## config.mk

```make
export PLATFORM = sky130hd
export DESIGN_NAME = touch_report_qualifier_flat
export DESIGN_NICKNAME = d
export VERILOG_FILES = /design/src/sv/trq_pkg.sv /design/src/sv/trq_req_if.sv /design/src/sv/trq_rsp_if.sv /design/src/sv/touch_report_qualifier.sv /design/src/flat_wrapper.sv
export SDC_FILE = /design/constraint.sdc
export NUM_CORES = 1
export LEC_CHECK = 0
export BUFFER_PORTS_ARGS = -buffer_cell sky130_fd_sc_hd__buf_2
export CAP_MARGIN = 20
export CORE_MARGIN = 2
export CORE_UTILIZATION = 45
export CTS_CLUSTER_DIAMETER = 120
export CTS_CLUSTER_SIZE = 20
export DETAILED_ROUTE_END_ITERATION = 7
export GPL_ROUTABILITY_DRIVEN = 1
export PLACE_DENSITY_LB_ADDON = 0.3
export SLEW_MARGIN = 20
export SYNTH_ARGS = -nofsm -noshare
export SYNTH_HDL_FRONTEND = slang
export SYNTH_SLANG_ARGS = --single-unit
export TNS_END_PERCENT = 30
```

## constraint.sdc

```tcl
create_clock -name clk -period 9.5 [get_ports clk]
set_clock_uncertainty 0.2 [all_clocks]
set_input_delay 1.9 -clock clk [delete_from_list [all_inputs] [get_ports clk]]
set_output_delay 1.9 -clock clk [all_outputs]
set_load 0.01 [all_outputs]
```

## src/sv/trq_pkg.sv

```systemverilog
// ----------------------------------------------------------------------------
// Touch report qualifier package
// Shared widths, codes and reset values for the touch report qualifier.
// ----------------------------------------------------------------------------
package trq_pkg;

  localparam int unsigned TIME_W  = 32;
  localparam int unsigned COORD_W = 16;
  localparam int unsigned US_W    = 16;
  localparam int unsigned DELAY_W = 10;
  localparam int unsigned FAIL_W  = 8;
  localparam int unsigned COUNT_W = 3;
  localparam int unsigned BUF_W   = 16;
  localparam int unsigned APB_DW  = 32;
  localparam int unsigned APB_AW  = 5;

  localparam logic [BUF_W-1:0]   REPORT_BYTES        = BUF_W'(6);
  localparam logic [DELAY_W-1:0] RELEASE_DELAY_RESET = DELAY_W'(20);
  localparam logic [US_W-1:0]    POLL_MIN_RESET      = US_W'(8000);
  localparam logic [US_W-1:0]    POLL_MAX_RESET      = US_W'(50000);
  localparam logic [US_W-1:0]    POLL_HOLD_RESET     = US_W'(2000);
  localparam logic [FAIL_W-1:0]  FAIL_LIMIT_RESET    = FAIL_W'(20);

  typedef enum logic [1:0] {
    MODE_IDLE  = 2'd0,
    MODE_TOUCH = 2'd1,
    MODE_HOST  = 2'd2,
    MODE_NONE  = 2'd3
  } mode_t;

  typedef enum logic [1:0] {
    STATUS_NOT_READ  = 2'd0,
    STATUS_DELIVERED = 2'd1,
    STATUS_EMPTY     = 2'd2,
    STATUS_TOO_SMALL = 2'd3
  } status_t;

  typedef enum logic [2:0] {
    REG_RELEASE_DELAY = 3'd0,
    REG_POLL_MIN      = 3'd1,
    REG_POLL_MAX      = 3'd2,
    REG_POLL_HOLD     = 3'd3,
    REG_FAIL_LIMIT    = 3'd4
  } reg_idx_t;

endpackage

```

## src/sv/trq_req_if.sv

```systemverilog
// ----------------------------------------------------------------------------
// Touch report qualifier request channel
// Carries one poll, touch read or host read beat with a valid/ready handshake.
// ----------------------------------------------------------------------------
interface trq_req_if;
  logic                           valid;
  logic                           ready;
  trq_pkg::mode_t                 mode;
  logic [trq_pkg::TIME_W-1:0]     now_ms;
  logic                           read_ok;
  logic [trq_pkg::COUNT_W-1:0]    point_count;
  logic [trq_pkg::COORD_W-1:0]    point_x;
  logic [trq_pkg::COORD_W-1:0]    point_y;
  logic [trq_pkg::BUF_W-1:0]      buf_size;

  modport source (
    output valid, mode, now_ms, read_ok, point_count, point_x, point_y, buf_size,
    input  ready
  );
  modport sink (
    input  valid, mode, now_ms, read_ok, point_count, point_x, point_y, buf_size,
    output ready
  );
endinterface

```

## src/sv/trq_rsp_if.sv

```systemverilog
// ----------------------------------------------------------------------------
// Touch report qualifier result channel
// Carries one result beat per request with a valid/ready handshake.
// ----------------------------------------------------------------------------
interface trq_rsp_if;
  logic                        valid;
  logic                        ready;
  logic [trq_pkg::US_W-1:0]    sleep_us;
  logic                        wakeup;
  logic                        reinit_request;
  trq_pkg::status_t            read_status;
  logic                        read_press;
  logic [trq_pkg::COORD_W-1:0] read_x;
  logic [trq_pkg::COORD_W-1:0] read_y;
  logic                        report_ready;

  modport source (
    output valid, sleep_us, wakeup, reinit_request, read_status, read_press,
           read_x, read_y, report_ready,
    input  ready
  );
  modport sink (
    input  valid, sleep_us, wakeup, reinit_request, read_status, read_press,
           read_x, read_y, report_ready,
    output ready
  );
endinterface

```

## src/sv/touch_report_qualifier.sv

```systemverilog
// ----------------------------------------------------------------------------
// Touch report qualifier
// Turns touch controller readings into press and release reports in a
// one-slot mailbox and chooses the wait before the next poll.
// ----------------------------------------------------------------------------
// The block takes one request beat per clock and returns its result beat in
// the output register on the following cycle; all state is updated in the
// same edge that accepts the request, so back-to-back beats see each other's
// effects. The request side stalls only while the output register holds a
// result that the sink has not taken. Registers must be written over the APB
// port only while no request is in flight; the block does not enforce this.
module touch_report_qualifier (
  input  logic                        clk,
  input  logic                        rst,
  trq_req_if.sink                     req,
  trq_rsp_if.source                   rsp,
  input  logic                        psel,
  input  logic                        penable,
  input  logic                        pwrite,
  input  logic [trq_pkg::APB_AW-1:0]  paddr,
  input  logic [trq_pkg::APB_DW-1:0]  pwdata,
  output logic [trq_pkg::APB_DW-1:0]  prdata,
  output logic                        pready
);
  import trq_pkg::*;

  // Configuration registers.
  logic [DELAY_W-1:0] release_delay_ms;
  logic [US_W-1:0]    poll_min_us;
  logic [US_W-1:0]    poll_max_us;
  logic [US_W-1:0]    poll_hold_us;
  logic [FAIL_W-1:0]  fail_limit;

  // Block state.
  logic               pressed,        pressed_next;
  logic [TIME_W-1:0]  last_touch_ms,  last_touch_ms_next;
  logic               report_press,   report_press_next;
  logic [COORD_W-1:0] report_x,       report_x_next;
  logic [COORD_W-1:0] report_y,       report_y_next;
  logic               report_pending, report_pending_next;
  logic [US_W-1:0]    poll_interval,  poll_interval_next;
  logic [FAIL_W-1:0]  fail_count,     fail_count_next;
  logic [COORD_W-1:0] last_x,         last_x_next;
  logic [COORD_W-1:0] last_y,         last_y_next;

  // Result fields before the output register.
  logic [US_W-1:0]    res_sleep;
  logic               res_wake;
  logic               res_reinit;
  status_t            res_status;
  logic               res_press;
  logic [COORD_W-1:0] res_x;
  logic [COORD_W-1:0] res_y;

  logic               req_fire;
  logic               cfg_write;
  reg_idx_t           cfg_idx;
  logic [TIME_W-1:0]  elapsed;
  logic               release_due;
  logic [US_W:0]      poll_doubled;
  logic [US_W-1:0]    poll_backoff;
  logic [FAIL_W-1:0]  fail_inc;

  assign req.ready = !rsp.valid || rsp.ready;
  assign req_fire  = req.valid && req.ready;
  assign pready    = 1'b1;
  assign cfg_write = psel && penable && pwrite;
  assign cfg_idx   = reg_idx_t'(paddr[APB_AW-1:2]);

  always_comb begin
    unique case (cfg_idx)
      REG_RELEASE_DELAY: prdata = APB_DW'(release_delay_ms);
      REG_POLL_MIN:      prdata = APB_DW'(poll_min_us);
      REG_POLL_MAX:      prdata = APB_DW'(poll_max_us);
      REG_POLL_HOLD:     prdata = APB_DW'(poll_hold_us);
      REG_FAIL_LIMIT:    prdata = APB_DW'(fail_limit);
      default:           prdata = '0;
    endcase
  end

  always_ff @(posedge clk) begin
    if (rst) begin
      release_delay_ms <= RELEASE_DELAY_RESET;
      poll_min_us      <= POLL_MIN_RESET;
      poll_max_us      <= POLL_MAX_RESET;
      poll_hold_us     <= POLL_HOLD_RESET;
      fail_limit       <= FAIL_LIMIT_RESET;
    end else if (cfg_write) begin
      unique case (cfg_idx)
        REG_RELEASE_DELAY: release_delay_ms <= pwdata[DELAY_W-1:0];
        REG_POLL_MIN:      poll_min_us      <= pwdata[US_W-1:0];
        REG_POLL_MAX:      poll_max_us      <= pwdata[US_W-1:0];
        REG_POLL_HOLD:     poll_hold_us     <= pwdata[US_W-1:0];
        REG_FAIL_LIMIT:    fail_limit       <= pwdata[FAIL_W-1:0];
        default: ;
      endcase
    end
  end

  assign elapsed      = req.now_ms - last_touch_ms;
  assign release_due  = pressed && (elapsed > TIME_W'(release_delay_ms));
  assign poll_doubled = {poll_interval, 1'b0};
  assign fail_inc     = fail_count + FAIL_W'(1);

  always_comb begin
    if (poll_interval < poll_max_us) begin
      poll_backoff = (poll_doubled > {1'b0, poll_max_us}) ? poll_max_us
                                                           : poll_doubled[US_W-1:0];
    end else begin
      poll_backoff = poll_interval;
    end
  end

  always_comb begin
    pressed_next        = pressed;
    last_touch_ms_next  = last_touch_ms;
    report_press_next   = report_press;
    report_x_next       = report_x;
    report_y_next       = report_y;
    report_pending_next = report_pending;
    poll_interval_next  = poll_interval;
    fail_count_next     = fail_count;
    last_x_next         = last_x;
    last_y_next         = last_y;
    res_sleep           = '0;
    res_wake            = 1'b0;
    res_reinit          = 1'b0;
    res_status          = STATUS_NOT_READ;
    res_press           = 1'b0;
    res_x               = '0;
    res_y               = '0;

    unique case (req.mode)
      MODE_IDLE: begin
        if (release_due) begin
          pressed_next        = 1'b0;
          report_press_next   = 1'b0;
          report_x_next       = last_x;
          report_y_next       = last_y;
          report_pending_next = 1'b1;
          res_wake            = !report_pending;
        end
        if (res_wake) begin
          poll_interval_next = poll_min_us;
          res_sleep          = poll_min_us;
        end else if (pressed && !release_due) begin
          res_sleep = poll_hold_us;
        end else begin
          poll_interval_next = poll_backoff;
          res_sleep          = poll_backoff;
        end
      end
      MODE_TOUCH: begin
        if (req.read_ok) begin
          fail_count_next = '0;
          last_x_next     = req.point_x;
          last_y_next     = req.point_y;
        end else if (fail_inc >= fail_limit) begin
          fail_count_next = '0;
          res_reinit      = 1'b1;
        end else begin
          fail_count_next = fail_inc;
        end
        if (!req.read_ok || req.point_count == '0) begin
          if (release_due) begin
            pressed_next        = 1'b0;
            report_press_next   = 1'b0;
            report_x_next       = last_x_next;
            report_y_next       = last_y_next;
            report_pending_next = 1'b1;
            res_wake            = !report_pending;
          end
        end else begin
          last_touch_ms_next  = req.now_ms;
          pressed_next        = 1'b1;
          report_press_next   = 1'b1;
          report_x_next       = req.point_x;
          report_y_next       = req.point_y;
          report_pending_next = 1'b1;
          res_wake            = !report_pending;
        end
        poll_interval_next = res_wake ? poll_min_us : poll_backoff;
        res_sleep          = poll_interval_next;
      end
      MODE_HOST: begin
        if (!report_pending) begin
          res_status = STATUS_EMPTY;
        end else if (req.buf_size < REPORT_BYTES) begin
          res_status = STATUS_TOO_SMALL;
        end else begin
          res_status          = STATUS_DELIVERED;
          res_press           = report_press;
          res_x               = report_x;
          res_y               = report_y;
          report_pending_next = 1'b0;
        end
      end
      MODE_NONE: ;
    endcase
  end

  always_ff @(posedge clk) begin
    if (rst) begin
      pressed        <= 1'b0;
      last_touch_ms  <= '0;
      report_press   <= 1'b0;
      report_x       <= '0;
      report_y       <= '0;
      report_pending <= 1'b0;
      poll_interval  <= POLL_MIN_RESET;
      fail_count     <= '0;
      last_x         <= '0;
      last_y         <= '0;
    end else if (req_fire) begin
      pressed        <= pressed_next;
      last_touch_ms  <= last_touch_ms_next;
      report_press   <= report_press_next;
      report_x       <= report_x_next;
      report_y       <= report_y_next;
      report_pending <= report_pending_next;
      poll_interval  <= poll_interval_next;
      fail_count     <= fail_count_next;
      last_x         <= last_x_next;
      last_y         <= last_y_next;
    end
  end

  always_ff @(posedge clk) begin
    if (rst) begin
      rsp.valid <= 1'b0;
    end else if (req_fire) begin
      rsp.valid <= 1'b1;
    end else if (rsp.ready) begin
      rsp.valid <= 1'b0;
    end
  end

  always_ff @(posedge clk) begin
    if (req_fire) begin
      rsp.sleep_us       <= res_sleep;
      rsp.wakeup         <= res_wake;
      rsp.reinit_request <= res_reinit;
      rsp.read_status    <= res_status;
      rsp.read_press     <= res_press;
      rsp.read_x         <= res_x;
      rsp.read_y         <= res_y;
      rsp.report_ready   <= report_pending_next;
    end
  end

endmodule

```

## src/flat_wrapper.sv

```systemverilog
// flat-port wrapper written by rule: the top's interface ports become plain ports
module touch_report_qualifier_flat import trq_pkg::*;
  (clk, rst, psel, penable, pwrite, paddr, pwdata, prdata, pready, req_valid, req_mode, req_now_ms, req_read_ok, req_point_count, req_point_x, req_point_y, req_buf_size, req_ready, rsp_valid, rsp_sleep_us, rsp_wakeup, rsp_reinit_request, rsp_read_status, rsp_read_press, rsp_read_x, rsp_read_y, rsp_report_ready, rsp_ready);
  trq_req_if req_i ();
  trq_rsp_if rsp_i ();
  input  logic clk;
  input  logic rst;
  input  logic psel;
  input  logic penable;
  input  logic pwrite;
  input  logic [trq_pkg::APB_AW-1:0] paddr;
  input  logic [trq_pkg::APB_DW-1:0] pwdata;
  output logic [trq_pkg::APB_DW-1:0] prdata;
  output logic pready;
  input wire logic [$bits(req_i.valid)-1:0] req_valid;
  input wire logic [$bits(req_i.mode)-1:0] req_mode;
  input wire logic [$bits(req_i.now_ms)-1:0] req_now_ms;
  input wire logic [$bits(req_i.read_ok)-1:0] req_read_ok;
  input wire logic [$bits(req_i.point_count)-1:0] req_point_count;
  input wire logic [$bits(req_i.point_x)-1:0] req_point_x;
  input wire logic [$bits(req_i.point_y)-1:0] req_point_y;
  input wire logic [$bits(req_i.buf_size)-1:0] req_buf_size;
  output wire logic [$bits(req_i.ready)-1:0] req_ready;
  output wire logic [$bits(rsp_i.valid)-1:0] rsp_valid;
  output wire logic [$bits(rsp_i.sleep_us)-1:0] rsp_sleep_us;
  output wire logic [$bits(rsp_i.wakeup)-1:0] rsp_wakeup;
  output wire logic [$bits(rsp_i.reinit_request)-1:0] rsp_reinit_request;
  output wire logic [$bits(rsp_i.read_status)-1:0] rsp_read_status;
  output wire logic [$bits(rsp_i.read_press)-1:0] rsp_read_press;
  output wire logic [$bits(rsp_i.read_x)-1:0] rsp_read_x;
  output wire logic [$bits(rsp_i.read_y)-1:0] rsp_read_y;
  output wire logic [$bits(rsp_i.report_ready)-1:0] rsp_report_ready;
  input wire logic [$bits(rsp_i.ready)-1:0] rsp_ready;
  assign req_i.valid = req_valid;
  assign req_i.mode = req_mode;
  assign req_i.now_ms = req_now_ms;
  assign req_i.read_ok = req_read_ok;
  assign req_i.point_count = req_point_count;
  assign req_i.point_x = req_point_x;
  assign req_i.point_y = req_point_y;
  assign req_i.buf_size = req_buf_size;
  assign req_ready = req_i.ready;
  assign rsp_valid = rsp_i.valid;
  assign rsp_sleep_us = rsp_i.sleep_us;
  assign rsp_wakeup = rsp_i.wakeup;
  assign rsp_reinit_request = rsp_i.reinit_request;
  assign rsp_read_status = rsp_i.read_status;
  assign rsp_read_press = rsp_i.read_press;
  assign rsp_read_x = rsp_i.read_x;
  assign rsp_read_y = rsp_i.read_y;
  assign rsp_report_ready = rsp_i.report_ready;
  assign rsp_i.ready = rsp_ready;
  touch_report_qualifier u_core (.clk(clk), .rst(rst), .req(req_i), .rsp(rsp_i), .psel(psel), .penable(penable), .pwrite(pwrite), .paddr(paddr), .pwdata(pwdata), .prdata(prdata), .pready(pready));
endmodule
```

Word-level counts from Yosys, hierarchy flattened. Index checks and enable logic that the tools add are counted.

$add $sub $neg: 2. $lt $le $gt $ge: 5. Equal/unequal tests: 9. Multiplexer cells: 43. Bitwise gates (word level): 4. Reductions and logical operators: 29.

Operators by type and width (count): 16-bit two-way mux (15); 16-bit case mux with 2 select lines (4); 16-bit case mux with 5 select lines (1); 32-bit by 10-bit greater-than comparator with 1-bit output (1); 32-bit subtractor (1); 17-bit by 16-bit greater-than comparator with 1-bit output (1); 16-bit < comparator (1); 16-bit by 3-bit < comparator with 1-bit output, second input constant (1); 8-bit two-way mux (2); 2-bit AND reduction (8); 1-bit two-way mux (15); 8-bit by 1-bit adder with 8-bit output, second input constant (1); 8-bit greater-or-equal comparator (1); 3-bit by 2-bit == test with 1-bit output, second input constant (2); 3-bit zero test (2); 1-bit case mux with 2 select lines (3); 3-bit AND reduction (2); 1-bit logical AND (5); 1-bit zero test (4); 2-bit two-way mux (2); 1-bit NOT (4); 4-bit AND reduction (1); 2-bit nonzero test (2); 3-bit by 1-bit == test with 1-bit output, second input constant (1); other kinds (11) (12).

Bits in registers: 244. Bits of input ports: 130. Output and inout bits: 89. Word-level logic and storage cells: 117.

Depth between registers and ports, before layout. Gate-level depths: netlist (run 1).

Depth after elaboration: 8. Mapped depth: 24. Depth with buffers taken out: 21.

Worst setup path after synthesis (run 1). No wires, ideal clock.

Path kind: input-to-reg. Start point: in req_now_ms[0]. End point: reg u_core.rsp.sleep_us[0] (data pin). Setup time: 0.255 ns. Arrival: 6.131 ns. Slack: 2.914 ns. Cell stages on the path: 23. Buffers on the path: 2. Path through: inv_1 ha_1 fa_1 nor2b_1 o2111ai_2 nand2_1 a21o_1 a21oi_1 xnor2_1 ha_1 a211oi_1 o21ai_0 nor2b_1 a211oi_1 a211o_1 or4_1 a2111oi_0 and4b_1 buf_4 and2_1 buf_4 mux2_1 a31o_1.

Cells in the longest elaborated chain, start to end: 8. Elaborated cells between the ends (all ways): 13. Classes of those cells: 1 x add/sub; 1 x order compare; 8 x mux; 3 x reduce/logical.

Ends and longest elaborated chain: start: declaration (RTL line flat_wrapper.sv:17) `input wire logic [$bits(req_i.now_ms)-1:0] req_now_ms;`; 32-bit subtractor (*) (RTL line touch_report_qualifier.sv:100) `assign elapsed = req.now_ms - last_touch_ms;`; 32-bit by 10-bit greater-than comparator with 1-bit output (*) (RTL line touch_report_qualifier.sv:101) `assign release_due = pressed && (elapsed > TIME_W'(release_delay_ms));`; 1-bit logical AND (*) (RTL line touch_report_qualifier.sv:101); 1-bit two-way mux / 1-bit zero test (equally long branches) (RTL line touch_report_qualifier.sv:135, touch_report_qualifier.sv:165, touch_report_qualifier.sv:146); 1-bit two-way mux / 1-bit logical AND (equally long branches) (RTL line touch_report_qualifier.sv:164, touch_report_qualifier.sv:146); 1-bit two-way mux / 16-bit two-way mux (equally long branches) (RTL line touch_report_qualifier.sv:133, touch_report_qualifier.sv:146); 16-bit two-way mux (on tied branches) (RTL line touch_report_qualifier.sv:182, touch_report_qualifier.sv:143); 16-bit case mux with 2 select lines (*) (RTL line touch_report_qualifier.sv:133) `unique case (req.mode)`; via u_core.res_sleep[0] (RTL line touch_report_qualifier.sv:47) `logic [US_W-1:0] res_sleep;`; end signal: assignment (RTL line touch_report_qualifier.sv:240) `rsp.sleep_us <= res_sleep;`; end: declaration (RTL line trq_rsp_if.sv:18) `output valid, sleep_us, wakeup, reinit_request, read_status, read_press,`.

The timed path passes the listed nets; every way through them passes the cells marked *. The select of a mux whose other input is x is not followed. A chain may end at the register's enable or synchronous reset.

Final worst setup path (run 1). Ends and elaborated chain as after synthesis.

==> results summary, run 1 <==
The sequential fraction of the synthesis area came out at 0.376. The count of buffers added on input and output ports is 182. The post-placement worst setup slack is 1.66 ns. The reg-to-reg setup timing slack came out at 3.31 ns.

The final number of hold-violating endpoints is 0. By count the netlist is led by 299 x sky130_fd_sc_hd__nand2_1, 190 x sky130_fd_sc_hd__dfxtp_1, 171 x sky130_fd_sc_hd__a21oi_1, 127 x sky130_fd_sc_hd__nor2_1, 94 x sky130_fd_sc_hd__inv_1. The number of synthesized flops with an enable pin is 54. Power spread over the standard cell area amounts to 139 nW/um^2.

The worst register-to-register path ends at u_core.rsp.sleep_us[0]. The cell count after placement is 2,187. The critical path is of the in -> reg type. The share of total power dissipated in combinational logic is 0.174. Compared with the post-synthesis result, the final layout area differs by 10.4%. From left edge to right edge, the die measures 183 um.

STA classifies the critical path startpoint as a primary input. The worst hold path terminates at u_core.last_x[14]. The fraction of final layout cells with drive strength greater than 1 came out at 0.175. The share of the clock period used by the worst path after layout came out at 0.776. The longest individual stage delay on the worst path is 0.80 ns. The post-cts resize count came out at 0.

The estimated wirelength of the detail-placed design came out at 27,600 um. The post-detailed-route DRC marker count came out at 0. The first detailed-routing pass ran for 6 iterations. The critical path's slowest cell is sky130_fd_sc_hd__and4b_1. The maximum ir drop on the vdd rail came out at 0.109 mV. After the first detailed-routing iteration, the DRC count stood at 955. After clock tree synthesis, the clock-pin slew on the worst setup and hold paths is 0.09 ns. The share of synthesized registers carrying an async set or reset is 0. In this run the number of H-tree levels came out at 1.

The remaining antenna violation count came out at 0. The min-delay analysis places its worst path in the category reg -> reg. The leakage power total is 6.33 nW. The total wire length after detailed routing is 39,400 um.

The overall die area came out at 33,500 sq um. The global routing stage identified its most utilized layer as met2. The number of rows created at floorplan is 65. The cell type group with the largest total delay on the critical path is simple AND/OR/NAND/NOR gates. The worst relative slew slack is 0.328. The slew at the pin with the worst max-slew slack came out at 1.01 ns. The required arrival time at the worst endpoint came out at 9.56 ns. The I/O pin count is 219.

The netlist area before placement is 14,400 sq um. Synthesis produced a netlist whose cell count is 1,696. Setup repair after global routing left no endpoint under its margin. By area the synthesized netlist is led by sky130_fd_sc_hd__dfxtp_1 26%, sky130_fd_sc_hd__edfxtp_1 11%, sky130_fd_sc_hd__nand2_1 7.8%. Clock tree synthesis selected as its root buffer the cell sky130_fd_sc_hd__clkbuf_16. For this run, the number of standard cells in the final layout without fillers is 2,217. The final-stage net count came out at 2,015. In the global route stage, met3 resource usage came out at 0.0421.

The arrival time reported for the critical path endpoint is 7.44 ns. The worst hold path passes through 2 cells. The largest total area in the synthesized netlist belongs to sky130_fd_sc_hd__dfxtp_1. STA classifies the critical path endpoint as a flop. The die span in y is 183 um.

The initial antenna violation count came out at 4. Global routing finished with a remaining overflow of 0. TritonCTS created 16 clock buffers. The clock net in this run drives a total of 244 sinks. The number of synthesized register bits came out at 244. The hold path startpoint is u_core.last_x[14].

Detailed routing inserted a total of 12,700 vias. The count of different cell masters after synthesis is 81. The startpoint identified for the worst register-to-register timing path is u_core.last_touch_ms[4]. The most common cell in the synthesized netlist is sky130_fd_sc_hd__nand2_1.

The met1 track demand over resource in global routing is 0.303. The flow ran to the end, and the final reports show no timing, DRC or antenna violations. The starting density of the core came out at 0.457. The count of synthesis-stage warnings from yosys came out at 0. The count of buffers added by post-CTS timing repair for setup is 0. The source-to-sink clock delay at the later pin of the worst-skew pair came out at 0.50 ns. The smallest hold slack is 0.257 ns. The aggregate global-route resource usage came out at 0.226. Max-cap violations in this run came to 0. The setup violation total in the final timing report is 0. The post-detailed-route via-to-cell ratio is 5.74.

The worst register-to-register path has a depth of 19. The highest fanout seen on the critical path is 14. The total core area came out at 31,600 sq um. After routing, the total negative slack on setup checks comes to 0 ns. The count of buffering cells on the critical path with inverters included came out at 2. TritonCTS built the clock tree. The routability congestion estimate came out at 0.892. After detailed routing, the average wire length per cell comes to 17.8 um.

The number of global-route vias before repair came out at 11,700. The average instance area after synthesis came out at 8.51 sq um. The switching power share of the total came out at 0.284. Cell internal power was estimated by the tool at 1.58 mW. Of the total power, the clock network draws 0.323. The register share of total power is 0.504.

The max-slew violation total from the final report is 0. In the synthesized netlist the dominant register cell turns out to be sky130_fd_sc_hd__dfxtp_1. The final critical path time including I/O delays and setup came out at 7.37 ns. The fraction of post-synthesis cell area in the top cell type by area is 0.264. The wire length of the first global-routing pass came out at 61,800 um.

Counting along the longest clock path gives a buffer depth of 3. Walking the worst path, the cells encountered are buf_2 -> inv_1 -> ha_1 -> fa_1 -> nor2b_1 -> o2111ai_2 -> nand2_1 -> a21o_1 -> a21oi_1 -> xnor2_1 -> ha_1 -> a211oi_1 -> o21ai_0 -> nor2_1 -> a211oi_1 -> a211o_1 -> or4_1 -> a2111oi_0 -> and4b_1 -> and2_1 -> mux2_1 -> a31o_1. In the global route stage, met2 resource usage came out at 0.382.

Buffers inserted to repair hold after CTS numbered 0. The completed layout was analyzed and its total power is 2.21 mW. The largest net degree at the start of global routing came out at 106.

The maximum clock rate is 136 MHz. The analysis attributes to net switching a power of 0.628 mW. The setup slack after layout is 2.13 ns.
-- sequential cells by signal (all words and copies together), names as in the netlist --
register,cells
u_core.pressed,1
u_core.poll_min_us,16
u_core.rsp.valid,1
u_core.report_x,16
u_core.last_y,16
u_core.rsp.read_x,16
u_core.rsp.reinit_request,1
u_core.rsp.read_press,1
u_core.rsp.read_status,2
u_core.fail_limit,8
u_core.rsp.sleep_us,16
u_core.last_x,16
u_core.poll_max_us,16
u_core.rsp.read_y,16
u_core.last_touch_ms,32
u_core.rsp.wakeup,1
u_core.report_pending,1
u_core.poll_hold_us,16
u_core.report_press,1
u_core.rsp.report_ready,1
u_core.poll_interval,16
u_core.release_delay_ms,10
u_core.fail_count,8
u_core.report_y,16
-- cells by family (layout without fill, tap and decap cells) --
group,count (synthesis),count (layout),synth area share
other cells,2,19,0.000520
buf+inv,218,320,0.0679
fa+ha+maj,81,81,0.0708
xor+xnor,30,30,0.0182
simple gates,625,625,0.193
compound gates,415,415,0.214
flops,244,244,0.376
mux,81,81,0.0599
-- placed cells by master, fill, tap and decap left out, types with 11 or more instances in the layout --
cell                          n
sky130_fd_sc_hd__a21o_1      29
sky130_fd_sc_hd__a21oi_1    171
sky130_fd_sc_hd__a311oi_2    32
sky130_fd_sc_hd__and3_1      42
sky130_fd_sc_hd__buf_2      181
sky130_fd_sc_hd__buf_4       16
sky130_fd_sc_hd__clkbuf_16   17
sky130_fd_sc_hd__conb_1      17
sky130_fd_sc_hd__dfxtp_1    190
sky130_fd_sc_hd__edfxtp_1    54
sky130_fd_sc_hd__ha_1        80
sky130_fd_sc_hd__inv_1       93
sky130_fd_sc_hd__mux2_2      22
sky130_fd_sc_hd__mux2i_1     56
sky130_fd_sc_hd__nand2_1    299
sky130_fd_sc_hd__nand3_1     62
sky130_fd_sc_hd__nand4_1     19
sky130_fd_sc_hd__nor2_1     124
sky130_fd_sc_hd__nor2b_1     11
sky130_fd_sc_hd__nor3_1      11
sky130_fd_sc_hd__nor4_1      17
sky130_fd_sc_hd__o211ai_1    15
sky130_fd_sc_hd__o21a_1      12
sky130_fd_sc_hd__o21ai_0     32
sky130_fd_sc_hd__o22ai_1     15
sky130_fd_sc_hd__xnor2_1     17
sky130_fd_sc_hd__xor2_1      13
-- stage by stage --
stage / area, sq um / util
after floorplan: 14500 / -
after global placement: 15400 / 0.489
after detailed placement: 15400 / 0.489
after CTS: 15900 / 0.504
after global routing: 15900 / 0.505
final: 15900 / 0.505
-- how the worst max path moves through the flow --
stage / from / end / depth (start not counted) / slack, ns
3_3_place_gp: req_now_ms[0] / u_core.rsp.sleep_us[0] / 22 / 1.75
6_report: req_now_ms[0] / u_core.rsp.sleep_us[0] / 22 / 2.13
5_1_grt: req_now_ms[0] / u_core.rsp.sleep_us[0] / 22 / 1.75
2_1_floorplan: req_now_ms[0] / u_core.rsp.sleep_us[0] / 23 / 2.91
3_5_place_dp: req_now_ms[0] / u_core.rsp.sleep_us[0] / 22 / 1.66
4_1_cts: req_now_ms[0] / u_core.rsp.sleep_us[0] / 22 / 2.18
-- final cells by class --
type / instances / area (sq um)
inverters: 94 / 353
diodes: 2 / 5.00
clock inverters: 1 / 16.3
well taps: 402 / 503
clock buffers: 26 / 459
flip-flops and latches: 244 / 5430
multi-input cells: 1249 / 8120
repair buffers: 199 / 1050
fillers: 2996 / 15600
-- power groups by stage --
stage / logic, mW / clock network (mW) / registers (mW)
2_1_floorplan: 0.266 / 0 / 1.14
3_3_place_gp: 0.372 / 0 / 1.14
3_5_place_dp: 0.379 / 0 / 1.14
4_1_cts: 0.381 / 0.730 / 1.11
5_1_grt: 0.424 / 0.760 / 1.12
6_report: 0.384 / 0.713 / 1.11
-- metal layers --
metal  part of all wire  vias to the layer above  routed length [um]
met5            0.00051                        -                  20
met4              0.015                        4                 595
met3              0.072                       44                2820
met2               0.47                      391               18500
met1               0.44                     6081               17400
li1                   -                     6195                   -
-- worst min-delay path, cell delays in order (launching register included) --
cell and delay (ns):
sky130_fd_sc_hd__dfxtp_1 0.31, sky130_fd_sc_hd__nand2_1 0.05, sky130_fd_sc_hd__a21oi_1 0.05
Note: power is estimated with default switching activity, not from simulation.
==> inputs of run 2 (changes only) <==
- ABC_AREA: default -> 1
- clock period: 9.5 -> 6.9 ns (I/O delays scaled with it)
==> results summary, run 2 <==
The post-cts resize count is 0. The final number of hold-violating endpoints came out at 0. The sequential fraction of the synthesis area is 0.352.

The leakage power total is 8.03 nW. After the first detailed-routing iteration, the DRC count stood at 1,339. Entering global routing, the biggest net connects 117 pins. The required arrival time at the worst endpoint came out at 6.94 ns. The run finished with clean final reports.

TritonCTS built the clock tree. The detail-routed net length per standard cell is 15.0 um. The wire length of the first global-routing pass is 70,000 um. The I/O pin count came out at 219.

After routing, the total negative slack on setup checks comes to 0 ns. Headroom to the max-slew limit came out at 0.280. The maximum ir drop on the vdd rail came out at 0.149 mV.

The share of synthesized area in the top cell type comes to 0.247. The buffer type at the clock tree root is sky130_fd_sc_hd__clkbuf_16. The synthesized design contains 244 register bits. For this run, the leading register cell type out of synthesis is sky130_fd_sc_hd__dfxtp_1. In the finished design, the share of the clock period the worst path needs comes to 0.728. The top cell types in the final layout, fill and taps aside, are 640 x sky130_fd_sc_hd__nand2_1, 352 x sky130_fd_sc_hd__inv_1, 222 x sky130_fd_sc_hd__o21ai_0. The slew at the pin with the worst max-slew slack is 1.08 ns.

The setup violation total in the final timing report is 0. The number of clock buffers inserted by TritonCTS is 16. The CTS clock-pin slew for the worst setup and hold paths is 0.08 ns. The via count of the routed design came out at 15,100. Of all nets on the critical path, the largest fanout is 33. The source-to-sink clock delay at the later pin of the worst-skew pair is 0.50 ns. The most numerous cell in the Yosys netlist is sky130_fd_sc_hd__nand2_1. The count of different cell masters after synthesis is 55. The count of buffers added by post-CTS timing repair for setup is 0.

The number of global-route vias before repair came to 14,000. The average instance area after synthesis is 6.62 sq um. The number of rows created at floorplan is 67. In the global route stage, overall resource usage came out at 0.239. Hold repair after CTS inserted 0 buffers. The post-detailed-route DRC marker count is 0. The post-detailed-placement cell area came out at 16,500 sq um.

The estimated wirelength of the detail-placed design came out at 32,000 um. More flip-flops sit in one register than any other, and that register is u_core.last_touch_ms. The fraction of final layout cells with drive strength greater than 1 came out at 0.110.

The worst setup path is launched from a primary input. The share of synthesized registers carrying an async set or reset is 0. The arrival time reported for the critical path endpoint is 5.06 ns.

The count of filler cells inserted in the layout is 3,417. Ranked by total cell area, the synthesized netlist is headed by sky130_fd_sc_hd__dfxtp_1 25%, sky130_fd_sc_hd__nand2_1 16%, sky130_fd_sc_hd__edfxtp_1 11%. The horizontal extent of the die is 189 um. Leaving out fill and tap cells, the most frequent cell in the layout is sky130_fd_sc_hd__nand2_1. In this run the deepest clock path goes through 3 buffers. For this run, the top clock speed supported by timing is 199 MHz.

The number of max-cap violations came out at 0. The deepest level of the CTS H-tree came out at 1. The number of synthesized flops with an enable pin came out at 54. The summed area of non-filler cells in the final layout is 17,000 sq um.

The initial antenna violation count is 4. The synthesized netlist occupies a cell area of 15,400 sq um. The final critical path time including I/O delays and setup is 5.02 ns. In the synthesized netlist, the cells that appear most often are 640 x sky130_fd_sc_hd__nand2_1, 353 x sky130_fd_sc_hd__inv_1, 222 x sky130_fd_sc_hd__o21ai_0, 190 x sky130_fd_sc_hd__dfxtp_1, 190 x sky130_fd_sc_hd__nor2_1.

The total wire length after detailed routing came out at 43,600 um. The count of mapped cells out of synthesis is 2,329. The total core area came out at 33,600 sq um. The classification of the worst setup path is in -> reg. The total number of clock tree sinks came out at 244. Summed over all instances, the cell type with the most area after synthesis is sky130_fd_sc_hd__dfxtp_1.

The remaining global-route overflow came out at 0. The number of port buffers came out at 182. STA classifies the critical path endpoint as a flop. The smallest hold slack came out at 0.259 ns. The class of the worst hold path is reg -> reg. The die span in y is 189 um. The starting density of the core came out at 0.458. The flip-flop count of the largest register after layout is 32. The max-slew violation total from the final report is 0. The Yosys step of the flow raised 0 warnings. Routability-driven placement finished with a final weighted congestion of 0.934.

The post-detailed-route via-to-cell ratio is 5.20. The overall die area is 35,700 sq um. The remaining antenna violation count came out at 0. The number of optimization iterations in the first detailed-route pass came out at 6.

Compared with the post-synthesis result, the final layout area differs by 10.5%. Setup repair after global routing left no endpoint under its margin. Dividing total power by cell area gives a power density of 191 nW/um^2. The final-stage net count came out at 2,657.
-- run 2: through the flow --
step	setup WS, ns	std cells	total power [mW]	utilization
4_1_cts	1.93	2903	3.27	0.506
3_5_place_dp	1.42	2876	2.26	0.491
5_1_grt	1.57	2905	3.43	0.506
2_1_floorplan	2.31	2344	2.06	-
3_3_place_gp	1.43	2876	2.24	0.491
6_report	1.88	2907	3.24	0.507
-- run 2: layout make-up --
class / count / area, sq um / share of cell area
sequential: 244 / 5430 / 0.319
antenna: 4 / 10.0 / 0.000588
inverter: 364 / 1370 / 0.0802
tap: 448 / 561 / 0.0329
timing repair buffer: 197 / 1030 / 0.0602
clock buffer: 25 / 455 / 0.0267
multi-input combinational: 1623 / 8140 / 0.478
clock inverter: 2 / 46.3 / 0.00272
-- run 2: path summary, 6_finish.rpt --
kind	startpoint	depth (start not counted)	endpoint	slack (ns)
hold / removal	u_core.last_touch_ms[14]	2	u_core.last_touch_ms[14]	0.26
setup reg to reg	u_core.last_touch_ms[0]	26	u_core.rsp.sleep_us[8]	2.63
hold reg to reg	u_core.last_touch_ms[14]	2	u_core.last_touch_ms[14]	0.26
setup / recovery	req_now_ms[0]	28	u_core.rsp.sleep_us[8]	1.88
-- run 2: critical path: stages --
cell and delay, ns:
sky130_fd_sc_hd__buf_2 0.11, sky130_fd_sc_hd__inv_1 0.05, sky130_fd_sc_hd__ha_1 0.24, sky130_fd_sc_hd__fa_1 0.42, sky130_fd_sc_hd__inv_1 0.13, sky130_fd_sc_hd__nand2_1 0.06
sky130_fd_sc_hd__nand2_1 0.08, sky130_fd_sc_hd__nand3_1 0.07, sky130_fd_sc_hd__nand2_1 0.16, sky130_fd_sc_hd__xor2_1 0.25, sky130_fd_sc_hd__ha_1 0.28, sky130_fd_sc_hd__nand2_1 0.08
sky130_fd_sc_hd__inv_1 0.06, sky130_fd_sc_hd__nand2_1 0.06, sky130_fd_sc_hd__nand2_1 0.06, sky130_fd_sc_hd__nand2_1 0.07, sky130_fd_sc_hd__nand2_1 0.05, sky130_fd_sc_hd__nor2_1 0.08
sky130_fd_sc_hd__nand3_1 0.10, sky130_fd_sc_hd__nor2_1 0.09, sky130_fd_sc_hd__nand3_1 0.16, sky130_fd_sc_hd__nand3_1 0.27, sky130_fd_sc_hd__buf_4 0.39, sky130_fd_sc_hd__nor2_1 0.07
sky130_fd_sc_hd__inv_1 0.07, sky130_fd_sc_hd__nand2_1 0.05, sky130_fd_sc_hd__nand2_1 0.06, sky130_fd_sc_hd__nand2_1 0.09
-- run 2: routing by layer --
layer / vias up / track usage / routed length (um) / part of all wire
met4: 0 / 0.0895 / 1520 / 0.035
met5: - / 0 / 0 / 0
met2: 511 / 0.404 / 20300 / 0.46
li1: 7682 / - / - / -
met1: 6819 / 0.313 / 19100 / 0.44
met3: 93 / 0.0276 / 2740 / 0.063
-- run 2: power by group --
part / switching [mW] / internal (mW)
clock network: 0.512 / 0.501
logic: 0.455 / 0.232
registers: 0.0301 / 1.52
total: 0.997 / 2.25
-- run 2: cell families after synthesis --
family                     synth area share
AOI/OAI and AO/OA                     0.162
xor gates and xnor gates            0.00910
adders and majority gates            0.0663
buffers and inverters                 0.124
DFF                                   0.352
other                              0.000487
and+or+nand+nor                       0.287
==> inputs of run 3 (changes only) <==
- ABC_AREA: 1 -> 0
- clock period: 6.9 -> 4.4 ns (I/O delays scaled with it)
==> results summary, run 3 (synthesis results as in run 1) <==
The longest individual stage delay on the worst path came out at 0.51 ns. The register share of total power is 0.488. The number of global-route vias before repair came out at 12,900. The final-layout setup total negative slack is -20.25 ns. The internal power consumption came out at 3.51 mW.

The largest register by flop count is u_core.last_touch_ms. In this run the most used layer during global routing was met2. The tree built by TritonCTS fans out to 244 sinks.

The fraction of met3 tracks used by global routing is 0.0508. The count of filler cells inserted in the layout came out at 2,890. In the layout the commonest cells are 299 x sky130_fd_sc_hd__nand2_1, 189 x sky130_fd_sc_hd__dfxtp_1, 178 x sky130_fd_sc_hd__buf_2. The starting density of the core came out at 0.457. The arrival time reported for the critical path endpoint came out at 4.97 ns. The cell sitting at the root of the clock tree is a sky130_fd_sc_hd__clkbuf_16. The via count of the routed design came out at 13,300. The number of clock buffers inserted by TritonCTS came out at 16. Leaving out filler cells and counting taps, the final layout contains 2,355.

The final number of hold-violating endpoints is 0. Of the total power, the share spent switching nets is 0.290. The met2 global-route usage came out at 0.404.

In the routed design, unresolved DRC markers number 0. The I/O pin count came out at 219. The deepest level of the CTS H-tree came out at 1. The CTS clock-pin slew for the worst setup and hold paths is 0.08 ns. Across every metal layer, demand over resource in global routing totals 0.244.

The final critical path time including I/O delays and setup came out at 4.92 ns. In this run the tightest slew margin relative to its limit is 0.378. The remaining global-route overflow came out at 0.

The slowest stage of the critical path is the sky130_fd_sc_hd__or4_4 cell. The fraction of final layout cells with drive strength greater than 1 came out at 0.272. The highest fanout seen on the critical path is 7. Data on the critical path is required at its endpoint by 4.45 ns.

The tightest min-delay check is of the reg -> reg type. The pre-antenna-repair detailed-routing pass consisted of 5 iterations. The max-slew violation total from the final report is 0. The initial antenna violation count is 5. Setup repair after global routing could not meet its margin everywhere. The remaining antenna violation count is 0. The maximum clock rate is 203 MHz. The flip-flop count of the largest register after layout came out at 32.

Using the TritonRoute via totals, the vias-per-cell ratio works out to 5.66. At the later pin of the worst-skew pair, clock insertion delay measures 0.52 ns. The number of max-cap violations came out at 0.

The area added between synthesis and finish came out at 21.5%. The cell count after placement is 2,318. For this block, the routed nets add up to 42,400 um of wire. The share of total power dissipated in combinational logic is 0.207. The wire length of the first global-routing pass came out at 66,700 um. The setup violation total in the final timing report came out at 68. The share of the clock period used by the worst path after layout came out at 1.12.

The maximum ir drop on the vdd rail is 0.252 mV. The flow ran to the end, but the final reports show violations. The critical path is of the in -> reg type. The signal on the critical path passes through buf_6 -> ha_4 -> nor2b_4 -> o2111a_1 -> o21a_1 -> o21a_1 -> nor2_1 -> xnor2_1 -> ha_1 -> nand4_1 -> o32ai_2 -> a211oi_2 -> a211o_1 -> or4_4 -> a2111oi_4 -> and4b_1 -> buf_6 -> and3_4 -> nor4_2 -> a221o_1.

The total core area came out at 31,600 sq um. The horizontal extent of the die is 183 um. The overall die area came out at 33,500 sq um. The largest net degree at the start of global routing came out at 104. The kind of start point of the critical path is a primary input. The most frequent standard cell in the layout excluding fill and tap cells is sky130_fd_sc_hd__nand2_1. The final-stage net count came out at 2,153.

Row generation in the floorplan step produced 65 rows. The number of port buffers came out at 182. The die is 183 um tall. For this design the static power due to leakage is 7.11 nW. The routability congestion estimate is 0.923.

The net switching power came out at 1.43 mW. For the pin with the worst max-slew slack, the measured transition is 0.933 ns. The power per cell area came out at 282 nW/um^2.

The maximum root-to-sink buffer count came out at 3. The estimated wirelength of the detail-placed design came out at 30,200 um. Of the total power, the clock network draws 0.306. The detail-routed net length per standard cell came out at 18.0 um.

For this run, the share of the core covered by cells in the final layout is 0.556. The element type at the critical path end is a flop. TritonCTS built the clock tree.

The reg-to-reg setup timing slack is -0.47 ns. The met1 track demand over resource in global routing came out at 0.323. The checks that failed: negative setup slack. The detailed router finished its first iteration with 903 violations. Across all setup checks in the final design, the least slack found is -0.521 ns.
## run 3: changes by cell type in the layout (fill, tap and decap cells not counted), sizes merged, moves of 37 or more
cell and delta:
nand2 -357, nand3 -60, inv -266, mux2i +56
and3 +41, a311oi +37, nor2 -71, o21ai -192
buf +139
## run 3: path summary, 6_finish.rpt
check | start | to | depth (start not counted)
setup reg to reg | u_core.last_touch_ms[1] | u_core.rsp.sleep_us[6] | 20
hold / removal | u_core.last_x[3] | u_core.last_x[3] | 2
setup / recovery | req_now_ms[1] | u_core.rsp.sleep_us[6] | 20
hold reg to reg | u_core.last_x[3] | u_core.last_x[3] | 2
## run 3: routing by layer
| layer | up-vias | part of all wire |
|---|---|---|
| li1 | 6469 | - |
| met1 | 6364 | 0.43 |
| met2 | 441 | 0.47 |
| met3 | 59 | 0.076 |
| met4 | 4 | 0.025 |
| met5 | - | 0.00054 |
## run 3: per-stage QoR
stage | power [mW] | cell area [sq um] | setup slack [ns] | hold slack (ns)
after floorplan | 3.04 | 14500 | -0.947 | 0.236
final | 4.94 | 17500 | -0.521 | 0.257
after global routing | 5.16 | 17500 | -0.695 | 0.274
after CTS | 4.94 | 17300 | -0.445 | 0.259
after detailed placement | 3.39 | 16500 | -1.37 | 0.247
after global placement | 3.37 | 16500 | -1.25 | 0.241
## run 3: power groups by stage
stage / Clock, mW / Combinational (mW) / Sequential, mW
floorplan: 0 / 0.578 / 2.46
global placement: 0 / 0.918 / 2.46
detailed placement: 0 / 0.937 / 2.46
CTS: 1.55 / 0.981 / 2.41
global route: 1.63 / 1.12 / 2.42
finish: 1.51 / 1.02 / 2.41
## run 3: what timing repair did
item,CTS,global route
endpoints found under the setup margin,69,69
gates cloned,2,1
buffers inserted,4,1
pin swaps,48,19
hold buffers,0,0
resized for setup,79,37
## run 3: layout make-up
class / instances / area [sq um] / area share
multi-input cells: 1249 / 8550 / 0.488
flip-flops and latches: 244 / 5430 / 0.310
repair buffers: 337 / 2220 / 0.127
well taps: 402 / 503 / 0.0287
clock buffers: 24 / 430 / 0.0246
inverters: 94 / 360 / 0.0206
clock inverters: 2 / 32.5 / 0.00186
diodes: 3 / 7.51 / 0.000428
## run 3: worst max-delay path: cells and delay by family
kind | cells | cell delay [ns]
adder cells (fa/ha/maj) | 2 | 0.52
AND/OR/NAND/NOR | 7 | 1.47
AO/OA/AOI/OAI | 8 | 1.75
XOR/XNOR | 1 | 0.10
buffers and inverters | 2 | 0.25
